[src/cles_pkg.sv]
// Shared types and constants for the character-LCD expander sequencer.
// Used by cles_ctrl, cles_datapath and the top level. No dependencies.
`default_nettype none

package cles_pkg;

  // request opcodes
  localparam logic [3:0] OP_INIT      = 4'd0;
  localparam logic [3:0] OP_CMD       = 4'd1;
  localparam logic [3:0] OP_DATA      = 4'd2;
  localparam logic [3:0] OP_CURSOR    = 4'd3;
  localparam logic [3:0] OP_FLAG      = 4'd4;
  localparam logic [3:0] OP_BACKLIGHT = 4'd5;
  localparam logic [3:0] OP_CLEAR     = 4'd6;
  localparam logic [3:0] OP_HOME      = 4'd7;
  localparam logic [3:0] OP_GLYPH     = 4'd8;

  // configuration register indexes
  localparam logic CFG_PULSE_WAIT  = 1'b0;
  localparam logic CFG_SETTLE_WAIT = 1'b1;

  // display flag selects
  localparam logic [1:0] FSEL_DISPLAY = 2'd0;
  localparam logic [1:0] FSEL_CURSOR  = 2'd1;
  localparam logic [1:0] FSEL_BLINK   = 2'd2;

  localparam logic [7:0] PULSE_WAIT_RESET  = 8'd1;
  localparam logic [7:0] SETTLE_WAIT_RESET = 8'd50;
  localparam logic [2:0] FLAGS_RESET       = 3'd4;

  // LCD controller command bytes and extra waits (microseconds)
  localparam logic [7:0] LCD_WAKE       = 8'h30;
  localparam logic [7:0] LCD_FOUR_BIT   = 8'h20;
  localparam logic [7:0] LCD_FUNC_SET   = 8'h28;
  localparam logic [7:0] LCD_DISP_CTRL  = 8'h08;
  localparam logic [7:0] LCD_CLR_DISP   = 8'h01;
  localparam logic [7:0] LCD_GO_HOME    = 8'h02;
  localparam logic [7:0] LCD_ENTRY_MODE = 8'h06;
  localparam logic [7:0] LCD_SET_CGRAM  = 8'h40;
  localparam logic [7:0] LCD_SET_DDRAM  = 8'h80;

  localparam logic [12:0] WAIT_POWER_UP = 13'd4500;
  localparam logic [12:0] WAIT_WAKE     = 13'd200;
  localparam logic [12:0] WAIT_CMD      = 13'd80;
  localparam logic [12:0] WAIT_LONG     = 13'd2000;

  // last unit index of the multi-unit requests
  localparam logic [3:0] INIT_LAST_UNIT  = 4'd8;
  localparam logic [3:0] GLYPH_LAST_UNIT = 4'd9;

  // controller to datapath
  typedef struct packed {
    logic capture;  // take the request in, update kept state, rewind step counters
    logic issue;    // load the current write into the output register
  } cles_cmd_t;

  // datapath to controller
  typedef struct packed {
    logic out_free;    // output register empty or being taken
    logic last_write;  // current write ends the request
  } cles_status_t;

  function automatic logic [7:0] row_offset(input logic [1:0] r);
    logic [7:0] off;
    case (r)
      2'd0:    off = 8'h00;
      2'd1:    off = 8'h40;
      2'd2:    off = 8'h14;
      2'd3:    off = 8'h54;
      default: off = 8'h00;
    endcase
    return off;
  endfunction

endpackage

`default_nettype wire

[src/char_lcd_expander_sequencer.sv]
// Top level of the character-LCD expander sequencer (4-bit LCD bus behind an I/O expander).
// Instantiates cles_ctrl and cles_datapath; uses cles_pkg.
//
//   port group   dir  handshake            payload
//   request      in   in_valid / in_ready  opcode .. glyph_rows
//   expander     out  out_valid/out_ready  expander_byte, wait_us, last
//   config       in   cfg_valid/cfg_ready  cfg_index, cfg_data
//
// One expander word leaves per cycle from a single output register while the output is not
// stalled; an ordinary byte request gives 4 words, backlight 1, init 28, glyph load 40.
// The next request is taken on the edge that issues the final word of the current one.
// Opcodes 9 to 15 are taken and give no word.
// A stalled output register holds the sequence; rst is synchronous and needs no sweep.
`default_nettype none

module char_lcd_expander_sequencer
  import cles_pkg::*;
#(
  parameter int ROW_COUNT = 4
) (
  input  wire logic        clk,
  input  wire logic        rst,
  input  wire logic        cfg_valid,
  output logic             cfg_ready,
  input  wire logic        cfg_index,
  input  wire logic [7:0]  cfg_data,
  input  wire logic        in_valid,
  output logic             in_ready,
  input  wire logic [3:0]  opcode,
  input  wire logic [7:0]  data_byte,
  input  wire logic [6:0]  column,
  input  wire logic [1:0]  row,
  input  wire logic [1:0]  flag_select,
  input  wire logic        flag_value,
  input  wire logic [2:0]  glyph_slot,
  input  wire logic [63:0] glyph_rows,
  output logic             out_valid,
  input  wire logic        out_ready,
  output logic [7:0]       expander_byte,
  output logic [12:0]      wait_us,
  output logic             last
);

  cles_cmd_t    cmd;
  cles_status_t status;

  assign cfg_ready = 1'b1;

  cles_ctrl u_ctrl (
    .clk      (clk),
    .rst      (rst),
    .in_valid (in_valid),
    .opcode   (opcode),
    .in_ready (in_ready),
    .status   (status),
    .cmd      (cmd)
  );

  cles_datapath #(
    .ROW_COUNT (ROW_COUNT)
  ) u_datapath (
    .clk           (clk),
    .rst           (rst),
    .cmd           (cmd),
    .status        (status),
    .cfg_valid     (cfg_valid),
    .cfg_index     (cfg_index),
    .cfg_data      (cfg_data),
    .opcode        (opcode),
    .data_byte     (data_byte),
    .column        (column),
    .row           (row),
    .flag_select   (flag_select),
    .flag_value    (flag_value),
    .glyph_slot    (glyph_slot),
    .glyph_rows    (glyph_rows),
    .out_ready     (out_ready),
    .out_valid     (out_valid),
    .expander_byte (expander_byte),
    .wait_us       (wait_us),
    .last          (last)
  );

  // a command byte needs four words, so the request port closes after taking one
  a_cmd_blocks: assert property (@(posedge clk) disable iff (rst)
    in_valid && in_ready && (opcode == OP_CMD) |=> !in_ready)
    else $error("request port open during a command byte");

  // an enable-high word is never the final word
  a_en_not_last: assert property (@(posedge clk) disable iff (rst)
    out_valid && expander_byte[2] |-> !last)
    else $error("enable-high word marked last");

  // bit 1 of the expander is unused
  a_bit1_zero: assert property (@(posedge clk) disable iff (rst)
    out_valid |-> !expander_byte[1])
    else $error("unused expander bit set");

endmodule

`default_nettype wire

[src/cles_ctrl.sv]
// Request controller: idle / run state machine driving the datapath.
// Depends on cles_pkg for opcodes and the command and status structs.
`default_nettype none

module cles_ctrl
  import cles_pkg::*;
(
  input  wire logic         clk,
  input  wire logic         rst,
  input  wire logic         in_valid,
  input  wire logic [3:0]   opcode,
  output logic              in_ready,
  input  wire cles_status_t status,
  output cles_cmd_t         cmd
);

  localparam logic ST_IDLE = 1'b0;
  localparam logic ST_RUN  = 1'b1;

  logic state;
  logic state_next;
  logic issue;
  logic capture;

  always_comb begin
    issue    = (state == ST_RUN) && status.out_free;
    // take the next request on the same edge as the final word of this one
    in_ready = (state == ST_IDLE) || (issue && status.last_write);
    capture  = in_valid && in_ready;

    state_next = state;
    if (capture && (opcode <= OP_GLYPH)) begin
      state_next = ST_RUN;
    end else if (capture || (issue && status.last_write)) begin
      state_next = ST_IDLE;
    end

    cmd.capture = capture;
    cmd.issue   = issue;
  end

  always_ff @(posedge clk) begin
    if (rst) begin
      state <= ST_IDLE;
    end else begin
      state <= state_next;
    end
  end

endmodule

`default_nettype wire

[src/cles_datapath.sv]
// Datapath: request registers, kept LCD state, wait registers, step counters,
// write builder and output register. Depends on cles_pkg.
`default_nettype none

module cles_datapath
  import cles_pkg::*;
#(
  parameter int ROW_COUNT = 4
) (
  input  wire logic         clk,
  input  wire logic         rst,
  input  wire cles_cmd_t    cmd,
  output cles_status_t      status,
  input  wire logic         cfg_valid,
  input  wire logic         cfg_index,
  input  wire logic [7:0]   cfg_data,
  input  wire logic [3:0]   opcode,
  input  wire logic [7:0]   data_byte,
  input  wire logic [6:0]   column,
  input  wire logic [1:0]   row,
  input  wire logic [1:0]   flag_select,
  input  wire logic         flag_value,
  input  wire logic [2:0]   glyph_slot,
  input  wire logic [63:0]  glyph_rows,
  input  wire logic         out_ready,
  output logic              out_valid,
  output logic [7:0]        expander_byte,
  output logic [12:0]       wait_us,
  output logic              last
);

  // captured request
  logic [3:0]  op;
  logic [7:0]  dbyte;
  logic [6:0]  col;
  logic [1:0]  row_r;
  logic        fval;
  logic [2:0]  slot;
  logic [63:0] rows;

  // kept state and registers
  logic        backlight_on;
  logic [2:0]  display_flags;
  logic [7:0]  pulse_wait;
  logic [7:0]  settle_wait;

  // step counters: unit is one byte or one lone nibble, phase is the word within it
  logic [3:0]  unit;
  logic [1:0]  phase;

  logic [1:0]  row_eff;
  logic [7:0]  cursor_addr;
  logic [2:0]  glyph_idx;
  logic [7:0]  glyph_byte;
  logic [7:0]  u_value;
  logic        u_rs;
  logic [12:0] u_extra;
  logic        u_nib_only;
  logic [3:0]  final_unit;
  logic        unit_done;
  logic [3:0]  nibble;
  logic [7:0]  word_byte;
  logic [12:0] word_wait;
  logic        word_last;
  logic [2:0]  flag_mask;

  always_comb begin
    if (ROW_COUNT <= 1) begin
      row_eff = 2'd0;
    end else if ({30'd0, row_r} >= ROW_COUNT) begin
      row_eff = row_r - 2'(ROW_COUNT);
    end else begin
      row_eff = row_r;
    end
    cursor_addr = LCD_SET_DDRAM | ({1'b0, col} + row_offset(row_eff));
    glyph_idx   = 3'(unit - 4'd1);
    glyph_byte  = 8'(rows >> {glyph_idx, 3'b000});
  end

  // per-unit byte, RS, extra wait and nibble-only mark
  always_comb begin
    u_value    = 8'h00;
    u_rs       = 1'b0;
    u_extra    = 13'd0;
    u_nib_only = 1'b0;
    final_unit = 4'd0;
    case (op)
      OP_INIT: begin
        final_unit = INIT_LAST_UNIT;
        case (unit)
          4'd0: begin u_value = LCD_WAKE; u_extra = WAIT_POWER_UP; u_nib_only = 1'b1; end
          4'd1: begin u_value = LCD_WAKE; u_extra = WAIT_WAKE; u_nib_only = 1'b1; end
          4'd2: begin u_value = LCD_WAKE; u_extra = WAIT_WAKE; u_nib_only = 1'b1; end
          4'd3: begin u_value = LCD_FOUR_BIT; u_extra = WAIT_WAKE; u_nib_only = 1'b1; end
          4'd4: begin u_value = LCD_FUNC_SET; u_extra = WAIT_CMD; end
          4'd5: begin u_value = LCD_DISP_CTRL; u_extra = WAIT_CMD; end
          4'd6: begin u_value = LCD_CLR_DISP; u_extra = WAIT_LONG; end
          4'd7: begin u_value = LCD_ENTRY_MODE; u_extra = WAIT_CMD; end
          default: begin
            u_value = LCD_DISP_CTRL | {5'd0, display_flags};
            u_extra = WAIT_CMD;
          end
        endcase
      end
      OP_CMD:    u_value = dbyte;
      OP_DATA: begin
        u_value = dbyte;
        u_rs    = 1'b1;
      end
      OP_CURSOR: u_value = cursor_addr;
      OP_FLAG:   u_value = LCD_DISP_CTRL | {5'd0, display_flags};
      OP_CLEAR: begin
        u_value = LCD_CLR_DISP;
        u_extra = WAIT_LONG;
      end
      OP_HOME: begin
        u_value = LCD_GO_HOME;
        u_extra = WAIT_LONG;
      end
      OP_GLYPH: begin
        final_unit = GLYPH_LAST_UNIT;
        if (unit == 4'd0) begin
          u_value = LCD_SET_CGRAM | {2'b00, slot, 3'b000};
        end else if (unit == GLYPH_LAST_UNIT) begin
          u_value = LCD_SET_DDRAM;
        end else begin
          u_value = glyph_byte;
          u_rs    = 1'b1;
        end
      end
      default: ;
    endcase
  end

  // build the current word
  always_comb begin
    unit_done = u_nib_only ? (phase == 2'd1) : (phase == 2'd3);
    nibble    = phase[1] ? u_value[3:0] : u_value[7:4];
    if (op == OP_BACKLIGHT) begin
      word_byte = {4'h0, fval, 3'b000};
      word_wait = 13'd0;
      word_last = 1'b1;
    end else begin
      word_byte = {nibble, backlight_on, ~phase[0], 1'b0, u_rs};
      if (!phase[0]) begin
        word_wait = {5'd0, pulse_wait};
      end else begin
        word_wait = {5'd0, settle_wait} + (unit_done ? u_extra : 13'd0);
      end
      word_last = unit_done && (unit == final_unit);
    end
    status.out_free   = !out_valid || out_ready;
    status.last_write = word_last;
  end

  always_comb begin
    case (flag_select)
      FSEL_DISPLAY: flag_mask = 3'b100;
      FSEL_CURSOR:  flag_mask = 3'b010;
      FSEL_BLINK:   flag_mask = 3'b001;
      default:      flag_mask = 3'b000;
    endcase
  end

  // request registers
  always_ff @(posedge clk) begin
    if (cmd.capture) begin
      op    <= opcode;
      dbyte <= data_byte;
      col   <= column;
      row_r <= row;
      fval  <= flag_value;
      slot  <= glyph_slot;
      rows  <= glyph_rows;
    end
  end

  // kept state, waits, counters, output valid
  always_ff @(posedge clk) begin
    if (rst) begin
      backlight_on  <= 1'b1;
      display_flags <= FLAGS_RESET;
      pulse_wait    <= PULSE_WAIT_RESET;
      settle_wait   <= SETTLE_WAIT_RESET;
      unit          <= 4'd0;
      phase         <= 2'd0;
      out_valid     <= 1'b0;
    end else begin
      if (cfg_valid) begin
        case (cfg_index)
          CFG_PULSE_WAIT:  pulse_wait  <= cfg_data;
          CFG_SETTLE_WAIT: settle_wait <= cfg_data;
          default: ;
        endcase
      end
      if (cmd.capture) begin
        unit  <= 4'd0;
        phase <= 2'd0;
        case (opcode)
          OP_INIT: begin
            backlight_on  <= 1'b1;
            display_flags <= FLAGS_RESET;
          end
          OP_FLAG: begin
            if (flag_value) begin
              display_flags <= display_flags | flag_mask;
            end else begin
              display_flags <= display_flags & ~flag_mask;
            end
          end
          OP_BACKLIGHT: backlight_on <= flag_value;
          default: ;
        endcase
      end else if (cmd.issue && !word_last) begin
        if (unit_done) begin
          unit  <= unit + 4'd1;
          phase <= 2'd0;
        end else begin
          phase <= phase + 2'd1;
        end
      end
      if (cmd.issue) begin
        out_valid <= 1'b1;
      end else if (out_ready) begin
        out_valid <= 1'b0;
      end
    end
  end

  always_ff @(posedge clk) begin
    if (cmd.issue) begin
      expander_byte <= word_byte;
      wait_us       <= word_wait;
      last          <= word_last;
    end
  end

endmodule

`default_nettype wire

[config.mk]
export PLATFORM = sky130hd
export DESIGN_NAME = char_lcd_expander_sequencer
export DESIGN_NICKNAME = d
export VERILOG_FILES = /design/src/cles_pkg.sv /design/src/char_lcd_expander_sequencer.sv /design/src/cles_ctrl.sv /design/src/cles_datapath.sv
export SDC_FILE = /design/constraint.sdc
export NUM_CORES = 1
export LEC_CHECK = 0
export BUFFER_PORTS_ARGS = -buffer_cell sky130_fd_sc_hd__buf_2
export CORE_MARGIN = 3
export CORE_UTILIZATION = 35
export DETAILED_ROUTE_END_ITERATION = 7
export PLACE_DENSITY = 0.65
export SLEW_MARGIN = 20
export SYNTH_ARGS = -nofsm -noshare
export SYNTH_HDL_FRONTEND = slang
export SYNTH_SLANG_ARGS = --single-unit
[constraint.sdc]
create_clock -name clk -period 5.1 [get_ports clk]
set_clock_uncertainty 0.2 [all_clocks]
set_input_delay 0 -clock clk [delete_from_list [all_inputs] [get_ports clk]]
set_output_delay 0 -clock clk [all_outputs]
set_load 0.02 [all_outputs]
==> qor.yml <==
clock_network:
  cts-buffers-inserted: 17
  h-tree-depth: 4
  cts.sink_count: 138
  cts_tree: "done"
  cts_resized: 0
  cts-root-buf: "clkbuf_16"
  post_cts_buffers: 0
  clk_pin_slew_worst_paths_ps: 60
  clock_latency_ps: 430
  cts_max_path_buffers: 2
timing:
  setup_viol: 0
  period_needed_ps: 4620
  setup-tns-final_ps: 0
  fin_crit_sh: 0.9059
  worst_pin_slew_ps: 881.4
  finalHoldViolCount: 0
  slew_viol_final: 0
  rsz0062_at_grt: "false"
  hold_ws_ps: 83.26
  fmax_mhz: 216.5
  max-slew-margin-rel: 0.4098
final_layout:
  syn2layout_area_growth_pct: 41.76
  final_area_sq_mm: 0.008810
  drive_gt1_frac: 0.2619
  nets: 843
  diodes: 0
worst_setup_path:
  worst_ep_required_time_ps: 5030
  cp-end-kind: "flip-flop"
  cp.arrival_ps: 4550
  crit_type: "flip-flop to flip-flop"
  worstRegToRegCells: 14
  startpoint_type: "flip-flop"
  worstPathMaxFanout: 11
yosys:
  synth_cell_type_count: 57
  synth_edf_count: 110
  synth.top_cell.area_share: 0.5315
  synth_top_area_cell: "edfxtp_1"
  yosys.area_share.adder: 0.02939
  synth_mux_area_frac: 0.08979
  yosysWarningCount: 0
  synth_top_family_by_area: "simple AND/OR/NAND/NOR gates"
  ys_ff_latch: 138
  synth_compound_area_frac: 0.08476
  async_flop_share: 0
  synthTopCellsByArea: "edfxtp_1 (53%), dfxtp_1 (9.0%), mux4_2 (5.8%)"
  synth_area_sq_mm: 0.006215
  synth-simple-area-share: 0.1284
  ys_seq_area_frac: 0.6217
  syn_area_per_cell_sq_um: 12.84
  synthXorXnorAreaFrac: 0.01832
  syn-num-nets: 603
  synthesis.instances: 484
  yosys_most_used_dff: "edfxtp_1"
routing:
  drc: 0
  drt_iter0_drc: 239
  vias_per_cell: 4.925
  routedWlPerCell_um: 16.20
  vias: 4738
  first_pass_iters: 4
  final_antenna_net_count: 0
  wl_um: 15590
power_and_ir_drop:
  p_leak_nw: 3.356
  p_switching_uw: 652.2
  clkPwrFrac: 0.425
  p_int_mw: 2.112
  power_mw: 2.764
  switching_share: 0.2359
  seqPwrFrac: 0.477
  comb_power_share: 0.098
  irDropWorstVdd_mv: 0.2635
  p_per_area_mw_per_mm2: 313.8
placed_design:
  port_buffers: 127
  placed_area_sq_mm: 0.007047
  gp_congestion: 0.9063
  dpl.hpwl_um: 9999
hold_path:
  holdPathStages: 2
  min_path_type: "input port to flip-flop"
flow_run:
  maxCapViolations: 0
global_route:
  gr-total-overflow: 0
  grt.total_usage: 0.1650
  grt_pass1_vias: 5023
  antenna_found_initial: 0
  grt_pass1_wl_um: 25470
  grt_max_degree: 90
die:
  pin_count: 130
  core_sq_mm: 0.01736
  num_rows: 48
  start_util: 0.3581
  die_x_um: 139.3
  die_h_um: 139.3
  dieArea_sq_mm: 0.01939
run_status:
  status: "finished clean"
per-stage QoR:
stage,worst slack [ps],util,instances
floorplan,466.7,-,484
global placement,881.5,0.4056,812
detailed placement,666.1,0.4060,812
CTS,575.8,0.5059,961
global route,175.3,0.5076,962
finish,480.0,0.5076,962
power by group through the flow:
stage | Combinational, mW | Sequential [mW] | Clock [mW]
3_3_place_gp | 0.190 | 1.34 | 0
6_report | 0.271 | 1.32 | 1.18
2_1_floorplan | 0.110 | 1.34 | 0
4_1_cts | 0.265 | 1.32 | 1.19
3_5_place_dp | 0.195 | 1.34 | 0
5_1_grt | 0.297 | 1.33 | 1.25
cell families (layout without fill, tap and decap cells):
group,after synthesis,after routing
multiplexers,35,35
XOR/XNOR,13,13
AND/OR/NAND/NOR,161,161
AO/OA/AOI/OAI,82,82
adder cells (fa/ha/maj),14,14
buffers and inverters,39,292
other,2,2
flip-flops,138,138
cells in the final DEF (no fill, tap or decap), types with 3 or more instances in the layout:
master         netlist  routed
inv_1               13      13
o21ai_0             12      12
buf_2                2     127
nand3_1              8       8
clkbuf_16            0      17
dfxtp_1             28      28
nor2b_1              7       7
a211oi_1             4       4
edfxtp_1           110     110
nor4_1               6       6
nand3b_1             3       3
nor2_1              34      34
a21oi_1             37      37
mux2i_1             16      16
clkinvlp_4           0       4
nor3_1              17      17
or2_2                3       3
xnor2_1              9       9
a21o_1               4       4
dlygate4sd3_1        0     117
a31oi_1              4       4
inv_6                0       7
nand2_1             57      57
ha_1                13      13
xor2_1               4       3
nand2b_1             8       8
mux4_2              16      16
worst max-delay path, stage by stage (launching register included):
cell,delay (ps)
dfxtp_1,630
inv_1,180
ha_1,340
nor4_1,610
nor4_4,90
mux2i_1,230
or3_1,510
a21oi_1,190
ha_1,280
nor2b_1,150
o21ai_0,260
o21bai_1,110
a21oi_1,260
o21ai_0,110
nor4b_2,170
cell usage after synthesis, drive strengths merged, types with 3 or more instances:
cell / instances
mux2i: 16
a31oi: 5
xnor2: 9
ha: 13
o21ai: 12
dfxtp: 28
nand3: 8
inv: 13
a21o: 4
xor2: 4
or4: 3
nand2b: 8
nor2b: 7
buf: 7
mux4: 16
or2: 3
nand2: 57
nand3b: 3
nor3: 17
clkbuf: 19
nor3b: 3
edfxtp: 110
a21oi: 37
a211oi: 4
mux2: 3
nor2: 34
nor4: 7
and2: 4
registers in the layout, indices dropped and copies added, names as in the netlist, 4 cells and up:
register                  flops
u_datapath.rows              64
u_datapath.wait_us           13
u_datapath.dbyte              8
u_datapath.pulse_wait         8
u_datapath.settle_wait        8
u_datapath.col                7
u_datapath.expander_byte      7
u_datapath.op                 4
u_datapath.unit               4
routing by layer:
layer / global-route usage / wire, um
met5: 0 / 0
met4: 0.05252 / 253
met3: 0.04364 / 749
met2: 0.2878 / 8113
met1: 0.1996 / 6472
worst paths after layout:
kind / startpoint / end / slack (ps)
max: u_datapath.unit[0] / u_datapath.wait_us[8] / 480
max reg2reg: u_datapath.unit[0] / u_datapath.wait_us[8] / 480
min reg2reg: u_datapath.pulse_wait[1] / u_datapath.pulse_wait[1] / 260
min: row[0] / u_datapath.row_eff[0] / 80
what timing repair did:
item | in CTS | in global routing
setup endpoints to repair | 0 | 0
hold buffers | 117 | 0
endpoints found under the hold margin | 117 | 0
final cells by class:
| class | instances | area, sq um |
|---|---|---|
| clock inverters | 14 | 133.9 |
| repair buffers | 247 | 1849 |
| fillers | 1447 | 8547 |
| multi-input cells | 307 | 2203 |
| inverters | 13 | 48.80 |
| well taps | 225 | 281.5 |
| clock buffers | 18 | 429.2 |
| flip-flops and latches | 138 | 3864 |
(Power assumes the default switching activity.)
